File: config.mk
export PLATFORM = sky130hd
export DESIGN_NAME = lobe_peak_to_peak_amplitude_flat
export DESIGN_NICKNAME = d
export VERILOG_FILES = /design/src/rtl/core/lppa_pkg.sv /design/src/rtl/core/lppa_req_if.sv /design/src/rtl/core/lppa_rsp_if.sv /design/src/rtl/core/lppa_ram.sv /design/src/rtl/core/lppa_div.sv /design/src/rtl/core/lobe_peak_to_peak_amplitude.sv /design/src/flat_wrapper.sv
export VERILOG_INCLUDE_DIRS = /design/src /design/src/rtl/core
export SDC_FILE = /design/constraint.sdc
export NUM_CORES = 2
export LEC_CHECK = 0
export ABC_AREA = 1
export BUFFER_PORTS_ARGS = -buffer_cell sky130_fd_sc_hd__buf_2
export CORE_ASPECT_RATIO = 0.9
export CORE_UTILIZATION = 57
export DETAILED_ROUTE_END_ITERATION = 10
export PLACE_DENSITY = 0.77
export RECOVER_POWER = 25
export SLEW_MARGIN = 20
export SYNTH_ARGS = -nofsm -noshare
export SYNTH_HDL_FRONTEND = slang
export SYNTH_SLANG_ARGS = --single-unit
export TNS_END_PERCENT = 30
File: constraint.sdc
create_clock -name clock -period 4.36 [get_ports clock]
set_input_delay 0.872 -clock clock [delete_from_list [all_inputs] [get_ports clock]]
set_output_delay 0.872 -clock clock [all_outputs]
set_load 0.05 [all_outputs]
File: src/rtl/core/assert_macros.svh
// assertion helpers shared by the rtl
`ifndef ASSERT_MACROS_SVH
`define ASSERT_MACROS_SVH

// same-cycle implication, disabled in reset
`define ASSERT_SAME(label, clk, rst, ante, cons) \
   label: assert property (@(posedge clk) disable iff (rst) (ante) |-> (cons)) \
      else $error("assertion failed");

// next-cycle implication, disabled in reset
`define ASSERT_NEXT(label, clk, rst, ante, cons) \
   label: assert property (@(posedge clk) disable iff (rst) (ante) |=> (cons)) \
      else $error("assertion failed");

`endif

File: src/rtl/core/lppa_pkg.sv
`default_nettype none
package lppa_pkg;

   // field widths
   localparam int SAMPLE_W   = 16;
   localparam int THRESH_W   = 15;
   localparam int PAIR_W     = 20;
   localparam int AVG_W      = 16;
   localparam int SUM_W      = 36;
   localparam int CSR_DATA_W = 32;
   localparam int CSR_ADDR_W = 3;

   // pending peak queue
   localparam int QUEUE_DEPTH = 64;
   localparam int QADDR_W     = $clog2(QUEUE_DEPTH);
   localparam int QCNT_W      = $clog2(QUEUE_DEPTH + 1);

   // pair count saturation point
   localparam logic [PAIR_W-1:0] PAIR_CAP = PAIR_W'(1) << (PAIR_W - 1);

   // divider step counter
   localparam int STEP_W = $clog2(SUM_W + 1);

   // lobe sign codes
   localparam logic [1:0] LOBE_NONE = 2'd0;
   localparam logic [1:0] LOBE_POS  = 2'd1;
   localparam logic [1:0] LOBE_NEG  = 2'd2;

   // register index of the threshold
   localparam logic [CSR_ADDR_W-3:0] REG_THRESH = '0;

   typedef struct packed {
      logic              start;
      logic [SUM_W-1:0]  dividend;
      logic [PAIR_W-1:0] divisor;
   } div_req_type;

   typedef struct packed {
      logic             done;
      logic [SUM_W-1:0] quotient;
   } div_rsp_type;

endpackage
`default_nettype wire

File: src/rtl/core/lppa_req_if.sv
`default_nettype none
interface lppa_req_if;
   logic                                valid;
   logic                                ready;
   logic signed [lppa_pkg::SAMPLE_W-1:0] sample;
   logic                                last;

   modport source (output valid, output sample, output last, input ready);
   modport sink (input valid, input sample, input last, output ready);
endinterface
`default_nettype wire

File: src/rtl/core/lppa_rsp_if.sv
`default_nettype none
interface lppa_rsp_if;
   logic                           valid;
   logic                           ready;
   logic [lppa_pkg::AVG_W-1:0]     avg_amplitude;
   logic [lppa_pkg::PAIR_W-1:0]    pairs_found;
   logic                           queue_overflow;

   modport source (output valid, output avg_amplitude, output pairs_found,
                   output queue_overflow, input ready);
   modport sink (input valid, input avg_amplitude, input pairs_found,
                 input queue_overflow, output ready);
endinterface
`default_nettype wire

File: src/rtl/core/lppa_ram.sv
`default_nettype none
module lppa_ram #(
   parameter int WIDTH = 16,
   parameter int DEPTH = 64
) (
   input  wire logic                     clock,
   input  wire logic                     wr_en,
   input  wire logic [$clog2(DEPTH)-1:0] wr_addr,
   input  wire logic [WIDTH-1:0]         wr_data,
   input  wire logic [$clog2(DEPTH)-1:0] rd_addr,
   output      logic [WIDTH-1:0]         rd_data
);

   logic [WIDTH-1:0] mem_ff [DEPTH];

   // single write port, registered read
   always_ff @(posedge clock) begin
      if (wr_en) begin
         mem_ff[wr_addr] <= wr_data;
      end
      rd_data <= mem_ff[rd_addr];
   end

endmodule
`default_nettype wire

File: src/rtl/core/lppa_div.sv
`default_nettype none
module lppa_div (
   input  wire logic                  clock,
   input  wire logic                  reset,
   input  wire lppa_pkg::div_req_type div_req,
   output      lppa_pkg::div_rsp_type div_rsp
);

   logic                          busy_ff, busy_in;
   logic                          done_ff, done_in;
   logic [lppa_pkg::STEP_W-1:0]   step_ff, step_in;
   logic [lppa_pkg::PAIR_W:0]     rem_ff, rem_in;
   logic [lppa_pkg::SUM_W-1:0]    quot_ff, quot_in;
   logic [lppa_pkg::PAIR_W-1:0]   dvs_ff, dvs_in;
   logic [lppa_pkg::PAIR_W:0]     shifted;
   logic [lppa_pkg::PAIR_W:0]     diff;

   // one restoring step per cycle: shift in a dividend bit, trial subtract
   assign shifted = {rem_ff[lppa_pkg::PAIR_W-1:0], quot_ff[lppa_pkg::SUM_W-1]};
   assign diff    = shifted - {1'b0, dvs_ff};

   always_comb begin
      busy_in = busy_ff;
      done_in = 1'b0;
      step_in = step_ff;
      rem_in  = rem_ff;
      quot_in = quot_ff;
      dvs_in  = dvs_ff;
      if (div_req.start) begin
         busy_in = 1'b1;
         step_in = lppa_pkg::STEP_W'(lppa_pkg::SUM_W);
         rem_in  = '0;
         quot_in = div_req.dividend;
         dvs_in  = div_req.divisor;
      end else if (busy_ff) begin
         if (diff[lppa_pkg::PAIR_W]) begin
            rem_in  = shifted;
            quot_in = {quot_ff[lppa_pkg::SUM_W-2:0], 1'b0};
         end else begin
            rem_in  = diff;
            quot_in = {quot_ff[lppa_pkg::SUM_W-2:0], 1'b1};
         end
         step_in = step_ff - 1'b1;
         if (step_ff == lppa_pkg::STEP_W'(1)) begin
            busy_in = 1'b0;
            done_in = 1'b1;
         end
      end
   end

   // control state
   always_ff @(posedge clock) begin
      if (reset) begin
         busy_ff <= 1'b0;
         done_ff <= 1'b0;
         step_ff <= '0;
      end else begin
         busy_ff <= busy_in;
         done_ff <= done_in;
         step_ff <= step_in;
      end
   end

   // datapath
   always_ff @(posedge clock) begin
      rem_ff  <= rem_in;
      quot_ff <= quot_in;
      dvs_ff  <= dvs_in;
   end

   assign div_rsp.done     = done_ff;
   assign div_rsp.quotient = quot_ff;

endmodule
`default_nettype wire

File: src/rtl/core/lobe_peak_to_peak_amplitude.sv
// a sample passes S_LAST back to S_IDLE; one closing a kept lobe peak is queued in
//   S_OFFER or pairs with the queue head in S_PAIR (registered head read, then sum add)
// the last sample then closes its own lobe, runs a 36-step serial divider and the result
//   load, which waits while the previous result still waits on the output
// throughput: one sample at a time; ready is high only while the sequencer is idle
// reset: synchronous, active high; clears sequencer, lobe, queue pointers, sums, threshold
`default_nettype none
`include "assert_macros.svh"
module lobe_peak_to_peak_amplitude (
   input  wire logic                               clock,
   input  wire logic                               reset,
   lppa_req_if.sink                                req_bus,
   lppa_rsp_if.source                              rsp_bus,
   input  wire logic                               psel,
   input  wire logic                               penable,
   input  wire logic                               pwrite,
   input  wire logic [lppa_pkg::CSR_ADDR_W-1:0]    paddr,
   input  wire logic [lppa_pkg::CSR_DATA_W-1:0]    pwdata,
   output      logic [lppa_pkg::CSR_DATA_W-1:0]    prdata,
   output      logic                               pready
);

   // sequencer codes
   localparam logic [2:0] S_IDLE     = 3'd0;
   localparam logic [2:0] S_OFFER    = 3'd1;
   localparam logic [2:0] S_PAIR     = 3'd2;
   localparam logic [2:0] S_LAST     = 3'd3;
   localparam logic [2:0] S_DIV_WAIT = 3'd4;
   localparam logic [2:0] S_EMIT     = 3'd5;

   localparam int SW = lppa_pkg::SAMPLE_W;

   logic [2:0]                       state_ff, state_in;
   logic [lppa_pkg::THRESH_W-1:0]    thresh_ff, thresh_in;
   logic [1:0]                       lobe_sign_ff, lobe_sign_in;
   logic signed [SW-1:0]             lobe_peak_ff, lobe_peak_in;
   logic                             pend_sign_ff, pend_sign_in;
   logic [lppa_pkg::QCNT_W-1:0]      pend_count_ff, pend_count_in;
   logic [lppa_pkg::QADDR_W-1:0]     pend_head_ff, pend_head_in;
   logic [lppa_pkg::SUM_W-1:0]       amp_sum_ff, amp_sum_in;
   logic [lppa_pkg::PAIR_W-1:0]      pair_total_ff, pair_total_in;
   logic                             overflow_ff, overflow_in;
   logic                             last_ff, last_in;
   logic                             div_pend_ff, div_pend_in;
   logic                             close_min_ff, close_min_in;
   logic signed [SW-1:0]             close_peak_ff, close_peak_in;
   logic                             rsp_valid_ff, rsp_valid_in;
   logic [lppa_pkg::AVG_W-1:0]       rsp_avg_ff, rsp_avg_in;
   logic [lppa_pkg::PAIR_W-1:0]      rsp_pairs_ff, rsp_pairs_in;
   logic                             rsp_ovf_ff, rsp_ovf_in;

   logic                             accept;
   logic                             thresh_wr;
   logic                             kept;
   logic signed [SW:0]               peak_ext;
   logic signed [SW:0]               peak_mag_neg;
   logic signed [SW:0]               thresh_ext;
   logic                             samp_pos;
   logic                             samp_neg;
   logic                             samp_closes;
   logic [lppa_pkg::QCNT_W:0]        tail_sum;
   logic [lppa_pkg::QADDR_W-1:0]     tail_addr;
   logic                             q_wr_en;
   logic [SW-1:0]                    q_rd_data;
   logic signed [SW:0]               amp_wide;
   logic [lppa_pkg::AVG_W-1:0]       amp;
   lppa_pkg::div_req_type            div_req;
   lppa_pkg::div_rsp_type            div_rsp;

   // handshakes
   assign accept        = req_bus.valid && req_bus.ready;
   assign req_bus.ready = (state_ff == S_IDLE);
   assign pready        = 1'b1;
   assign thresh_wr     = psel && penable && pwrite
                          && (paddr[lppa_pkg::CSR_ADDR_W-1:2] == lppa_pkg::REG_THRESH);

   // register read back
   always_comb begin
      prdata = '0;
      if (paddr[lppa_pkg::CSR_ADDR_W-1:2] == lppa_pkg::REG_THRESH) begin
         prdata = {{(lppa_pkg::CSR_DATA_W - lppa_pkg::THRESH_W){1'b0}}, thresh_ff};
      end
   end

   // threshold test on the open lobe
   assign peak_ext     = {lobe_peak_ff[SW-1], lobe_peak_ff};
   assign peak_mag_neg = -peak_ext;
   assign thresh_ext   = {{(SW + 1 - lppa_pkg::THRESH_W){1'b0}}, thresh_ff};
   assign kept = ((lobe_sign_ff == lppa_pkg::LOBE_POS) && (peak_ext > thresh_ext))
              || ((lobe_sign_ff == lppa_pkg::LOBE_NEG) && (peak_mag_neg > thresh_ext));

   // sample classification
   assign samp_neg    = req_bus.sample[SW-1];
   assign samp_pos    = !samp_neg && (req_bus.sample != '0);
   assign samp_closes = (samp_pos && (lobe_sign_ff != lppa_pkg::LOBE_POS))
                     || (samp_neg && (lobe_sign_ff != lppa_pkg::LOBE_NEG))
                     || (!samp_pos && !samp_neg);

   // queue tail position, wrapped
   always_comb begin
      tail_sum = {{(lppa_pkg::QCNT_W + 1 - lppa_pkg::QADDR_W){1'b0}}, pend_head_ff}
               + {1'b0, pend_count_ff};
      if (tail_sum >= (lppa_pkg::QCNT_W + 1)'(lppa_pkg::QUEUE_DEPTH)) begin
         tail_sum = tail_sum - (lppa_pkg::QCNT_W + 1)'(lppa_pkg::QUEUE_DEPTH);
      end
      tail_addr = tail_sum[lppa_pkg::QADDR_W-1:0];
   end

   // pair amplitude from the queue head
   assign amp_wide = close_min_ff
                   ? ($signed({q_rd_data[SW-1], q_rd_data}) - {close_peak_ff[SW-1], close_peak_ff})
                   : ({close_peak_ff[SW-1], close_peak_ff} - $signed({q_rd_data[SW-1], q_rd_data}));
   assign amp      = amp_wide[lppa_pkg::AVG_W-1:0];

   assign q_wr_en = (state_ff == S_OFFER)
                 && !((pend_count_ff != '0) && (pend_sign_ff != close_min_ff))
                 && (pend_count_ff < lppa_pkg::QCNT_W'(lppa_pkg::QUEUE_DEPTH));

   // sequencer and datapath next state
   always_comb begin
      state_in      = state_ff;
      thresh_in     = thresh_ff;
      lobe_sign_in  = lobe_sign_ff;
      lobe_peak_in  = lobe_peak_ff;
      pend_sign_in  = pend_sign_ff;
      pend_count_in = pend_count_ff;
      pend_head_in  = pend_head_ff;
      amp_sum_in    = amp_sum_ff;
      pair_total_in = pair_total_ff;
      overflow_in   = overflow_ff;
      last_in       = last_ff;
      div_pend_in   = div_pend_ff;
      close_min_in  = close_min_ff;
      close_peak_in = close_peak_ff;
      rsp_valid_in  = rsp_valid_ff && !rsp_bus.ready;
      rsp_avg_in    = rsp_avg_ff;
      rsp_pairs_in  = rsp_pairs_ff;
      rsp_ovf_in    = rsp_ovf_ff;
      div_req.start    = 1'b0;
      div_req.dividend = amp_sum_ff;
      div_req.divisor  = pair_total_ff;

      if (thresh_wr) begin
         thresh_in = pwdata[lppa_pkg::THRESH_W-1:0];
      end

      unique case (state_ff)
         S_IDLE: begin
            if (accept) begin
               last_in       = req_bus.last;
               close_min_in  = (lobe_sign_ff == lppa_pkg::LOBE_NEG);
               close_peak_in = lobe_peak_ff;
               if (samp_pos) begin
                  lobe_sign_in = lppa_pkg::LOBE_POS;
                  if (samp_closes || (req_bus.sample >= lobe_peak_ff)) begin
                     lobe_peak_in = req_bus.sample;
                  end
               end else if (samp_neg) begin
                  lobe_sign_in = lppa_pkg::LOBE_NEG;
                  if (samp_closes || (req_bus.sample <= lobe_peak_ff)) begin
                     lobe_peak_in = req_bus.sample;
                  end
               end else begin
                  lobe_sign_in = lppa_pkg::LOBE_NONE;
                  lobe_peak_in = '0;
               end
               state_in = (samp_closes && kept) ? S_OFFER : S_LAST;
            end
         end
         S_OFFER: begin
            if ((pend_count_ff != '0) && (pend_sign_ff != close_min_ff)) begin
               // head read is in flight this cycle
               state_in = S_PAIR;
            end else if (q_wr_en) begin
               pend_sign_in  = close_min_ff;
               pend_count_in = pend_count_ff + 1'b1;
               state_in      = S_LAST;
            end else begin
               overflow_in = 1'b1;
               state_in    = S_LAST;
            end
         end
         S_PAIR: begin
            pend_head_in  = (pend_head_ff == lppa_pkg::QADDR_W'(lppa_pkg::QUEUE_DEPTH - 1))
                          ? '0 : pend_head_ff + 1'b1;
            pend_count_in = pend_count_ff - 1'b1;
            if (pair_total_ff < lppa_pkg::PAIR_CAP) begin
               amp_sum_in    = amp_sum_ff
                             + {{(lppa_pkg::SUM_W - lppa_pkg::AVG_W){1'b0}}, amp};
               pair_total_in = pair_total_ff + 1'b1;
            end else begin
               overflow_in = 1'b1;
            end
            state_in = S_LAST;
         end
         S_LAST: begin
            if (last_ff) begin
               // end of record closes the open lobe
               last_in       = 1'b0;
               div_pend_in   = 1'b1;
               close_min_in  = (lobe_sign_ff == lppa_pkg::LOBE_NEG);
               close_peak_in = lobe_peak_ff;
               lobe_sign_in  = lppa_pkg::LOBE_NONE;
               lobe_peak_in  = '0;
               state_in      = kept ? S_OFFER : S_LAST;
            end else if (div_pend_ff) begin
               div_pend_in   = 1'b0;
               div_req.start = 1'b1;
               state_in      = S_DIV_WAIT;
            end else begin
               state_in = S_IDLE;
            end
         end
         S_DIV_WAIT: begin
            if (div_rsp.done) begin
               state_in = S_EMIT;
            end
         end
         S_EMIT: begin
            if (!rsp_valid_ff || rsp_bus.ready) begin
               rsp_valid_in  = 1'b1;
               rsp_avg_in    = (pair_total_ff == '0)
                             ? '0 : div_rsp.quotient[lppa_pkg::AVG_W-1:0];
               rsp_pairs_in  = pair_total_ff;
               rsp_ovf_in    = overflow_ff;
               // record done, clear the per-record state
               pend_sign_in  = 1'b0;
               pend_count_in = '0;
               pend_head_in  = '0;
               amp_sum_in    = '0;
               pair_total_in = '0;
               overflow_in   = 1'b0;
               state_in      = S_IDLE;
            end
         end
         default: begin
            state_in = S_IDLE;
         end
      endcase
   end

   // control state
   always_ff @(posedge clock) begin
      if (reset) begin
         state_ff      <= S_IDLE;
         thresh_ff     <= '0;
         lobe_sign_ff  <= lppa_pkg::LOBE_NONE;
         lobe_peak_ff  <= '0;
         pend_sign_ff  <= 1'b0;
         pend_count_ff <= '0;
         pend_head_ff  <= '0;
         amp_sum_ff    <= '0;
         pair_total_ff <= '0;
         overflow_ff   <= 1'b0;
         last_ff       <= 1'b0;
         div_pend_ff   <= 1'b0;
         rsp_valid_ff  <= 1'b0;
      end else begin
         state_ff      <= state_in;
         thresh_ff     <= thresh_in;
         lobe_sign_ff  <= lobe_sign_in;
         lobe_peak_ff  <= lobe_peak_in;
         pend_sign_ff  <= pend_sign_in;
         pend_count_ff <= pend_count_in;
         pend_head_ff  <= pend_head_in;
         amp_sum_ff    <= amp_sum_in;
         pair_total_ff <= pair_total_in;
         overflow_ff   <= overflow_in;
         last_ff       <= last_in;
         div_pend_ff   <= div_pend_in;
         rsp_valid_ff  <= rsp_valid_in;
      end
   end

   // payload registers
   always_ff @(posedge clock) begin
      close_min_ff  <= close_min_in;
      close_peak_ff <= close_peak_in;
      rsp_avg_ff    <= rsp_avg_in;
      rsp_pairs_ff  <= rsp_pairs_in;
      rsp_ovf_ff    <= rsp_ovf_in;
   end

   // pending peak queue
   lppa_ram #(
      .WIDTH (SW),
      .DEPTH (lppa_pkg::QUEUE_DEPTH)
   ) u_queue (
      .clock   (clock),
      .wr_en   (q_wr_en),
      .wr_addr (tail_addr),
      .wr_data (close_peak_ff),
      .rd_addr (pend_head_ff),
      .rd_data (q_rd_data)
   );

   // serial divider for the mean
   lppa_div u_div (
      .clock   (clock),
      .reset   (reset),
      .div_req (div_req),
      .div_rsp (div_rsp)
   );

   assign rsp_bus.valid          = rsp_valid_ff;
   assign rsp_bus.avg_amplitude  = rsp_avg_ff;
   assign rsp_bus.pairs_found    = rsp_pairs_ff;
   assign rsp_bus.queue_overflow = rsp_ovf_ff;

   // checks
   `ASSERT_SAME(a_pair_cap, clock, reset, 1'b1, pair_total_ff <= lppa_pkg::PAIR_CAP)
   `ASSERT_SAME(a_queue_fill, clock, reset, 1'b1,
                pend_count_ff <= lppa_pkg::QCNT_W'(lppa_pkg::QUEUE_DEPTH))
   `ASSERT_SAME(a_pair_needs_entry, clock, reset, state_ff == S_PAIR, pend_count_ff != '0)
   `ASSERT_NEXT(a_busy_after_accept, clock, reset, accept, !req_bus.ready)

endmodule
`default_nettype wire

File: src/flat_wrapper.sv
// flat-port wrapper written by rule: the top's interface ports become plain ports
module lobe_peak_to_peak_amplitude_flat 
  (clock, reset, psel, penable, pwrite, paddr, pwdata, prdata, pready, req_bus_valid, req_bus_sample, req_bus_last, req_bus_ready, rsp_bus_valid, rsp_bus_avg_amplitude, rsp_bus_pairs_found, rsp_bus_queue_overflow, rsp_bus_ready);
  lppa_req_if req_bus_i ();
  lppa_rsp_if rsp_bus_i ();
  input  wire logic clock;
  input  wire logic reset;
  input  wire logic psel;
  input  wire logic penable;
  input  wire logic pwrite;
  input  wire logic [lppa_pkg::CSR_ADDR_W-1:0] paddr;
  input  wire logic [lppa_pkg::CSR_DATA_W-1:0] pwdata;
  output      logic [lppa_pkg::CSR_DATA_W-1:0] prdata;
  output      logic pready;
  input wire logic [$bits(req_bus_i.valid)-1:0] req_bus_valid;
  input wire logic [$bits(req_bus_i.sample)-1:0] req_bus_sample;
  input wire logic [$bits(req_bus_i.last)-1:0] req_bus_last;
  output wire logic [$bits(req_bus_i.ready)-1:0] req_bus_ready;
  output wire logic [$bits(rsp_bus_i.valid)-1:0] rsp_bus_valid;
  output wire logic [$bits(rsp_bus_i.avg_amplitude)-1:0] rsp_bus_avg_amplitude;
  output wire logic [$bits(rsp_bus_i.pairs_found)-1:0] rsp_bus_pairs_found;
  output wire logic [$bits(rsp_bus_i.queue_overflow)-1:0] rsp_bus_queue_overflow;
  input wire logic [$bits(rsp_bus_i.ready)-1:0] rsp_bus_ready;
  assign req_bus_i.valid = req_bus_valid;
  assign req_bus_i.sample = req_bus_sample;
  assign req_bus_i.last = req_bus_last;
  assign req_bus_ready = req_bus_i.ready;
  assign rsp_bus_valid = rsp_bus_i.valid;
  assign rsp_bus_avg_amplitude = rsp_bus_i.avg_amplitude;
  assign rsp_bus_pairs_found = rsp_bus_i.pairs_found;
  assign rsp_bus_queue_overflow = rsp_bus_i.queue_overflow;
  assign rsp_bus_i.ready = rsp_bus_ready;
  lobe_peak_to_peak_amplitude u_core (.clock(clock), .reset(reset), .req_bus(req_bus_i), .rsp_bus(rsp_bus_i), .psel(psel), .penable(penable), .pwrite(pwrite), .paddr(paddr), .pwdata(pwdata), .prdata(prdata), .pready(pready));
endmodule
==> impl_metrics.json <==
{
  "endpoint_kind": "flop",
  "cts_made_buffers": 119,
  "ys_warn_count": 0,
  "via_count": 39500,
  "p_leak_nw": 22.0,
  "synth.top_cell.area_share_pct": 60.9,
  "worstSetupStartpoint": "u_core.close_peak_ff[0]$_DFFE_PP_",
  "start_kind": "flop",
  "peakVddDrop_v": 0.000418,
  "grt_pass1_wl_mm": 215,
  "arrival_ns": 4.53,
  "drv_slew": 587,
  "reg2reg_from": "u_core.close_peak_ff[0]$_DFFE_PP_",
  "critPathKind": "reg2reg",
  "post-cts-setup-buffers": 0,
  "clk_latency_ns": 0.74,
  "vias_per_cell": 6.15,
  "cts_tree": "yes",
  "async_reset_ff_share_pct": 0,
  "area_growth_pct": 10.7,
  "routabilityCongestion": 0.968,
  "grt_antenna_before_repair": 1,
  "clk_path_buf_depth": 3,
  "ys_seq_area_share_pct": 66.4,
  "wl_mm": 143,
  "power_mw": 32.5,
  "violations": "capacitance limit, slew limit",
  "cp_max_fo": 5,
  "cts_root_buf": "clkbuf_16",
  "dp_hpwl_mm": 83.0,
  "setup_tns_ns": 0,
  "core_um2": 96800,
  "slew_headroom_pct": -133,
  "crit_slowest_cell": "edfxtp_1",
  "synth_largest_area_cell": "edfxtp_1",
  "skew_ns": 0.0618,
  "path_clk_slew_ns": 0.06,
  "syn-cell-area_um2": 55900,
  "synth_ff_type": "edfxtp_1",
  "port_buffers": 93,
  "max_stage_delay_ns": 0.41,
  "status": "complete, but fails checks",
  "period_share_pct": 90.7,
  "drive_gt1_share_pct": 8.76,
  "hold_buffers": 0,
  "grt_max_degree": 275,
  "holdWs_ns": 0.450,
  "antenna_cells": 0,
  "tightest_slew_ns": 3.50,
  "firstDrtPassIters": 5,
  "hold_violations": 0,
  "rsz0062_at_grt": "false",
  "avgSynthCellArea_um2": 11.2,
  "cp_data_required_time_ns": 4.94,
  "die_x_um": 332,
  "synthCells": 4969,
  "nFillCells": 7226,
  "nets": 5253,
  "hp-class": "in2reg",
  "synth_cell_types": 52,
  "cts.htree.levels": 3,
  "cp_top_family": "simple AND/OR/NAND/NOR gates",
  "ant_nets": 0,
  "synth_edf_count": 1134,
  "grt.total_usage_pct": 28.1,
  "placed_area_um2": 58000,
  "fin_ws_ns": 0.405,
  "drc": 0,
  "synth-seq-cells": 1288,
  "grt_pass1_vias": 37000,
  "row_count": 108,
  "grt.overflow.total": 0,
  "cp.buffers_inverters": 6,
  "die_y_um": 299,
  "synth_area_leaders": "edfxtp_1, dfxtp_1, o21ai_0",
  "max_freq_mhz": 253,
  "ctsResizeCount": 0,
  "dr.first_iter.drc_count": 4963,
  "dpl_worst_slack_ns": 0.322,
  "cap_viol_max_count": 11,
  "crit_top_cell": "inv_1",
  "io_pins": 131,
  "clkSinkCount": 1288,
  "start_util_pct": 57.8,
  "setup_viol": 0,
  "dieArea_um2": 99300,
  "wl_per_cell_um": 22.2,
  "worstHoldStart": "pwdata[11]",
  "period_minus_slack_ns": 3.95,
  "powerDensity_nw_per_um2": 525,
  "final_area_um2": 61900
}
[synthesized netlist by cell type, types with 5 or more instances]
| cell type | instances |
|---|---|
| ha_1 | 127 |
| xor2_1 | 39 |
| a31oi_1 | 7 |
| clkinv_1 | 6 |
| nor2_4 | 5 |
| edfxtp_1 | 1134 |
| xnor2_1 | 14 |
| o21a_1 | 11 |
| clkbuf_1 | 178 |
| nand2_1 | 533 |
| inv_1 | 277 |
| o21ai_0 | 602 |
| nor2_1 | 770 |
| o21ai_1 | 73 |
| o21bai_1 | 8 |
| a21o_1 | 7 |
| nor4_1 | 16 |
| inv_2 | 15 |
| buf_2 | 66 |
| o22ai_1 | 84 |
| nand3_1 | 230 |
| buf_1 | 7 |
| a21oi_1 | 215 |
| dfxtp_1 | 154 |
| o221ai_1 | 177 |
| o211ai_1 | 69 |
| fa_1 | 6 |
| nand2_2 | 7 |
| nand4_1 | 26 |
| o2111ai_1 | 6 |
| buf_4 | 29 |
| nor3_1 | 35 |
[flip-flops by register name, indices dropped and copies added (netlist names), 2 cells and up]
name                          cells
u_core.amp_sum_ff                36
u_core.pend_count_ff              7
u_core.u_div.rem_ff              20
u_core.rsp_bus.pairs_found       20
u_core.pair_total_ff             20
u_core.close_peak_ff             16
u_core.u_queue.mem_ff          1024
u_core.u_queue.rd_data           16
u_core.lobe_peak_ff              16
u_core.lobe_sign_ff               2
u_core.thresh_ff                 15
u_core.u_div.step_ff              6
u_core.state_ff                   3
u_core.u_div.dvs_ff              20
u_core.u_div.quot_ff             36
u_core.rsp_bus.avg_amplitude     16
u_core.pend_head_ff               6
[layout make-up]
cell class	count	area [um^2]	share of cell area [%]
sequential	1288	37100	60.1
multi-input combinational	3117	16400	26.6
clock buffer	147	3150	5.08
timing repair buffer	236	1590	2.57
tap	1265	1580	2.56
inverter	299	1150	1.85
clock inverter	74	798	1.29
[cells by family after synthesis]
kind of cell | after synthesis | synth area share [%]
AO/OA/AOI/OAI | 1266 | 13.2
XOR/XNOR | 53 | 0.831
adder cells (fa/ha/maj) | 133 | 3.06
buffers and inverters | 580 | 4.26
flip-flops | 1288 | 66.4
other | 2 | 0.0134
AND/OR/NAND/NOR | 1647 | 12.2
[final timing paths]
path                                        endpoint  slack [ns]  cells past startpoint
max               u_core.amp_sum_ff[35]$_SDFFE_PP0P_        0.41                     26
min reg2reg  u_core.rsp_bus.queue_overflow$_DFFE_PP_        0.45                      0
min                u_core.thresh_ff[11]$_SDFFE_PP0P_        0.45                      3
max reg2reg       u_core.amp_sum_ff[35]$_SDFFE_PP0P_        0.41                     26
[report_power, final]
| part | leakage (nW) | switching (mW) | internal [mW] | total [mW] |
|---|---|---|---|---|
| combinational | 8.54 | 5.26 | 2.11 | 7.37 |
| clock | 1.93 | 4.57 | 5.91 | 10.5 |
| sequential | 11.5 | 0.338 | 14.3 | 14.6 |
| total | 22.0 | 10.2 | 22.3 | 32.5 |
[cell usage in the layout, fill, tap and decap left out, types with 8 or more instances in the layout]
cell / instances
edfxtp_1: 1134
nor2_1: 768
o21ai_0: 601
nand2_1: 530
inv_1: 276
nand3_1: 230
a21oi_1: 215
o221ai_1: 177
dfxtp_1: 150
ha_1: 127
buf_4: 122
clkbuf_16: 121
buf_2: 93
o22ai_1: 84
o21ai_1: 74
o211ai_1: 69
xor2_1: 39
clkbuf_1: 37
nor3_1: 34
clkinv_1: 31
nand4_1: 26
clkinv_2: 24
conb_1: 18
nor4_1: 16
inv_2: 15
xnor2_1: 14
bufinv_16: 13
o21a_1: 11
nand2_2: 10
o21bai_1: 8
buf_12: 8
[metrics by stage]
stage	util, %	instances
after floorplan	-	4985
after global placement	59.9	6205
after detailed placement	59.9	6205
after CTS	64.0	6426
after global routing	63.9	6426
final	63.9	6426
[layer usage]
metal | vias up | part of all wire [%] | GRT usage, %
li1 | 18100 | - | -
met1 | 18900 | 41 | 39.6
met2 | 2164 | 46 | 44.3
met3 | 295 | 11 | 5.03
met4 | 2 | 3.3 | 10.1
met5 | - | 0.0091 | 0
[tightest hold or removal path: cells and delay by family]
| family | cells | cell delay, ns |
|---|---|---|
| AO/OA/AOI/OAI | 2 | 0.18 |
| buffers and inverters | 1 | 0.07 |
Power figures use the tool's default switching activity.
